<file path="src/sv/tcpq_ram.sv">
// Generic single-write, single-read RAM with a registered read port.
// No dependencies.
module tcpq_ram #(
	parameter int WIDTH = 32,
	parameter int DEPTH = 64
) (
	input  logic                     clk,
	input  logic                     wr_en,
	input  logic [$clog2(DEPTH)-1:0] wr_addr,
	input  logic [WIDTH-1:0]         wr_data,
	input  logic                     rd_en,
	input  logic [$clog2(DEPTH)-1:0] rd_addr,
	output logic [WIDTH-1:0]         rd_data
);

	logic [WIDTH-1:0] mem_q [DEPTH];

	always_ff @(posedge clk) begin
		if (wr_en) begin
			mem_q[wr_addr] <= wr_data;
		end
		if (rd_en) begin
			rd_data <= mem_q[rd_addr];
		end
	end

endmodule
</file>
<file path="config.mk">
export PLATFORM = sky130hd
export DESIGN_NAME = tcpq_ram
export DESIGN_NICKNAME = d
export VERILOG_FILES = /design/src/sv/tcpq_ram.sv
export SDC_FILE = /design/constraint.sdc
export NUM_CORES = 2
export LEC_CHECK = 0
export BUFFER_PORTS_ARGS = -buffer_cell sky130_fd_sc_hd__buf_2
export CAP_MARGIN = 5
export CORE_MARGIN = 2
export CORE_UTILIZATION = 25
export DETAILED_ROUTE_END_ITERATION = 8
export HOLD_SLACK_MARGIN = 0.15
export SLEW_MARGIN = 20
export SYNTH_ARGS = -nofsm -noshare
export SYNTH_HDL_FRONTEND = slang
export SYNTH_SLANG_ARGS = --single-unit
</file>
<file path="constraint.sdc">
create_clock -name clk -period 4.3 [get_ports clk]
set_input_delay 0.86 -clock clk [delete_from_list [all_inputs] [get_ports clk]]
set_output_delay 0.86 -clock clk [all_outputs]
set_load 0.03 [all_outputs]
</file>
==> out/metrics.yaml <==
run_status: "finished, final reports clean"
floorplan.core_area_mm2: 0.314
cts.hold.buffers_added: 0
critical_path.slowest_cell: "sky130_fd_sc_hd__o32ai_1"
postPlaceCellArea_mm2: 0.0859
worst_path_most_repeated_cell: "sky130_fd_sc_hd__buf_12"
max-cap-violations: 0
die_x_um: 566
largest_cells_by_area_after_synthesis: "sky130_fd_sc_hd__edfxtp_1, sky130_fd_sc_hd__mux4_2, sky130_fd_sc_hd__mux2i_1"
number_of_rows_created_at_floorplan: 206
postSynth.topFlopCell: "sky130_fd_sc_hd__edfxtp_1"
synth_cell_types: 33
num_io_pins: 79
synth_largest_area_cell: "sky130_fd_sc_hd__edfxtp_1"
cts_root_buf: "sky130_fd_sc_hd__clkbuf_16"
worstPathArrival_ps: 3680
final_global_route_overflow_total: 0
worst_clock_skew_ps: 34.8
worst_ep_required_ps: 4870
total_power_w: 0.0426
path_cells: "buf_8, buf_12, buf_12, mux4_2, mux2i_1, nor2_1, o32ai_1, nor3_1"
hold_start: "wr_data[27]"
flow.area_growth_from_synthesis_pct: 17.6
dp_cells: 7558
layout_min_cycle_time_ps: 3120
final-hold-violation-count: 0
startpoint_class: "primary input"
clock_insertion_delay_worst_skew_ps: 850
num-nets-final: 3653
route.detailed.wl_per_inst_um: 26.1
fmax_mhz: 321
post-cts-setup-buffers: 0
avgSynthCellArea_um2: 23.7
numPortBuffers: 78
hp-class: "in -> reg"
grt_setup_unrepaired: "false"
cts.reportedPaths.clkPinSlew_ps: 60
synth.cell_area_mm2: 0.0788
detail_route.vias_per_cell: 4.68
final_design_area_no_fill_mm2: 0.0927
place_hpwl_um: 117000
regToRegStartpoint: "mem_q[31][15]"
power.static_leakage_nw: 28.1
clockBufferDepth: 3
synth_most_common_cell: "sky130_fd_sc_hd__edfxtp_1"
yosys_warnings: 0
synth_sequential_area_ratio_pct: 79.2
synth_nets: 3371
path_delay_family: "buffers and inverters"
cts_tree: "built"
ys_seq_elements: 2080
routed-via-count: 37300
floorplan.initialDensity_pct: 25.1
fin_cells: 7958
drt-total-wl_um: 208000
detail_route.first_pass.iterations: 6
synth_enable_flop_cells: 2080
irDropWorstVdd_mv: 0.390
crit_path_max_fanout: 32
post_cts_resized: 0
cp-end-kind: "register"
p_per_area_mw_per_mm2: 459
worstPathBufferInverterCount: 3
worst_slew_pin_slew_ps: 1070
dr.first_iter.drc_count: 4598
grt_start_max_net_pins: 65
synth_commonest_cells: "sky130_fd_sc_hd__edfxtp_1, sky130_fd_sc_hd__mux4_2, sky130_fd_sc_hd__nor2_1"
setup.worst_path.class: "in -> reg"
post_route_cells_drive_above_1_share_pct: 31.0
place.gp.congestion: 0.796
clock-sinks: 2080
finalSetupTns_ps: 0
fp.dieArea_mm2: 0.320
finalMaxSlewViolations: 0
grt_pass1_wl_um: 291000
die_height_um: 566
drt.antenna.violating_nets: 0
synth_top_area_share_pct: 79.2
stage_delay_of_the_slowest_cell_on_the_critical_path_ps: 730
finalSetupViolations: 0
synth_cells: 3324
number_of_global_route_vias_before_repair: 37800
worst_slew_margin_rel_pct: 28.7
async_flop_share_pct: 0
critical_path.startpoint: "rd_addr[0]"
drc_errors: 0
htreeDepth: 4
numCtsBuffers: 206
finalCritPeriodShare_pct: 72.5
grt_usage_pct: 12.8
antenna_violations_before_repair: 30
==> worst paths after layout <==
path	to	slack (ps)	cells after the start
worst max-delay path	rd_data[20]	1180	8
worst min register to register	rd_data[20]	830	4
worst min-delay path	mem_q[35][27]	520	1
worst max register to register	rd_data[15]	1950	4
==> logic make-up (layout without fill, tap and decap cells) <==
group | Yosys count | count (layout) | synth area share (%)
flip-flops | 2080 | 2080 | 79.2
multiplexers | 637 | 637 | 16.7
AND/OR/NAND/NOR | 223 | 223 | 1.26
AO/OA/AOI/OAI | 202 | 202 | 1.67
buffers and inverters | 182 | 633 | 1.12
other | 0 | 23 | 0
==> state kept, by name, indices dropped and copies added (netlist names) <==
| signal | flops |
|---|---|
| mem_q | 2048 |
| rd_data | 32 |
==> metal layers <==
layer | track usage, % | up-vias | wire, µm
met2 | 21.5 | 1543 | 103000
met1 | 16.5 | 20500 | 83400
met4 | 4.06 | 6 | 6770
met5 | 0 | - | 36
li1 | - | 14900 | -
met3 | 2.66 | 306 | 15300
==> worst reg2reg max path, stage by stage (launching register included) <==
cell,delay [ps]
sky130_fd_sc_hd__edfxtp_1,360
sky130_fd_sc_hd__mux4_2,500
sky130_fd_sc_hd__mux4_2,520
sky130_fd_sc_hd__o22ai_1,550
sky130_fd_sc_hd__nor2_1,140
==> metrics by stage <==
step | worst slack [ps] | hold WS (ps) | util (%)
finish | 1180 | 523 | 29.5
global route | 1150 | 512 | 29.5
floorplan | 280 | 750 | -
detailed placement | 311 | 802 | 27.3
global placement | 315 | 821 | 27.3
CTS | 1240 | 464 | 29.4
==> where the power goes <==
| group | internal [W] | switching, W |
|---|---|---|
| Combinational | 0.000782 | 0.00130 |
| Clock | 0.0102 | 0.00766 |
| Sequential | 0.0225 | 0.0000944 |
| Total | 0.0335 | 0.00905 |
==> final cells by class <==
type | count | area [µm²]
clock inverter | 130 | 1370
fill | 30200 | 222000
timing repair buffer | 256 | 2300
tap | 4160 | 5200
antenna | 23 | 57.6
sequential | 2080 | 62500
clock buffer | 247 | 5350
multi-input combinational | 1062 | 16000
==> cell usage in the layout (no fill, tap or decap), drive strengths merged, types with 23 or more instances in the layout <==
cell type | netlist | routed
a21oi | 62 | 62
buf | 108 | 256
clkbuf | 74 | 247
clkinv | 0 | 97
diode | 0 | 23
edfxtp | 2080 | 2080
mux2i | 93 | 93
mux4 | 544 | 544
nand2 | 26 | 26
nor2 | 137 | 137
o221ai | 27 | 27
o22ai | 84 | 84
No activity file was read; power rests on OpenSTA's default activity.
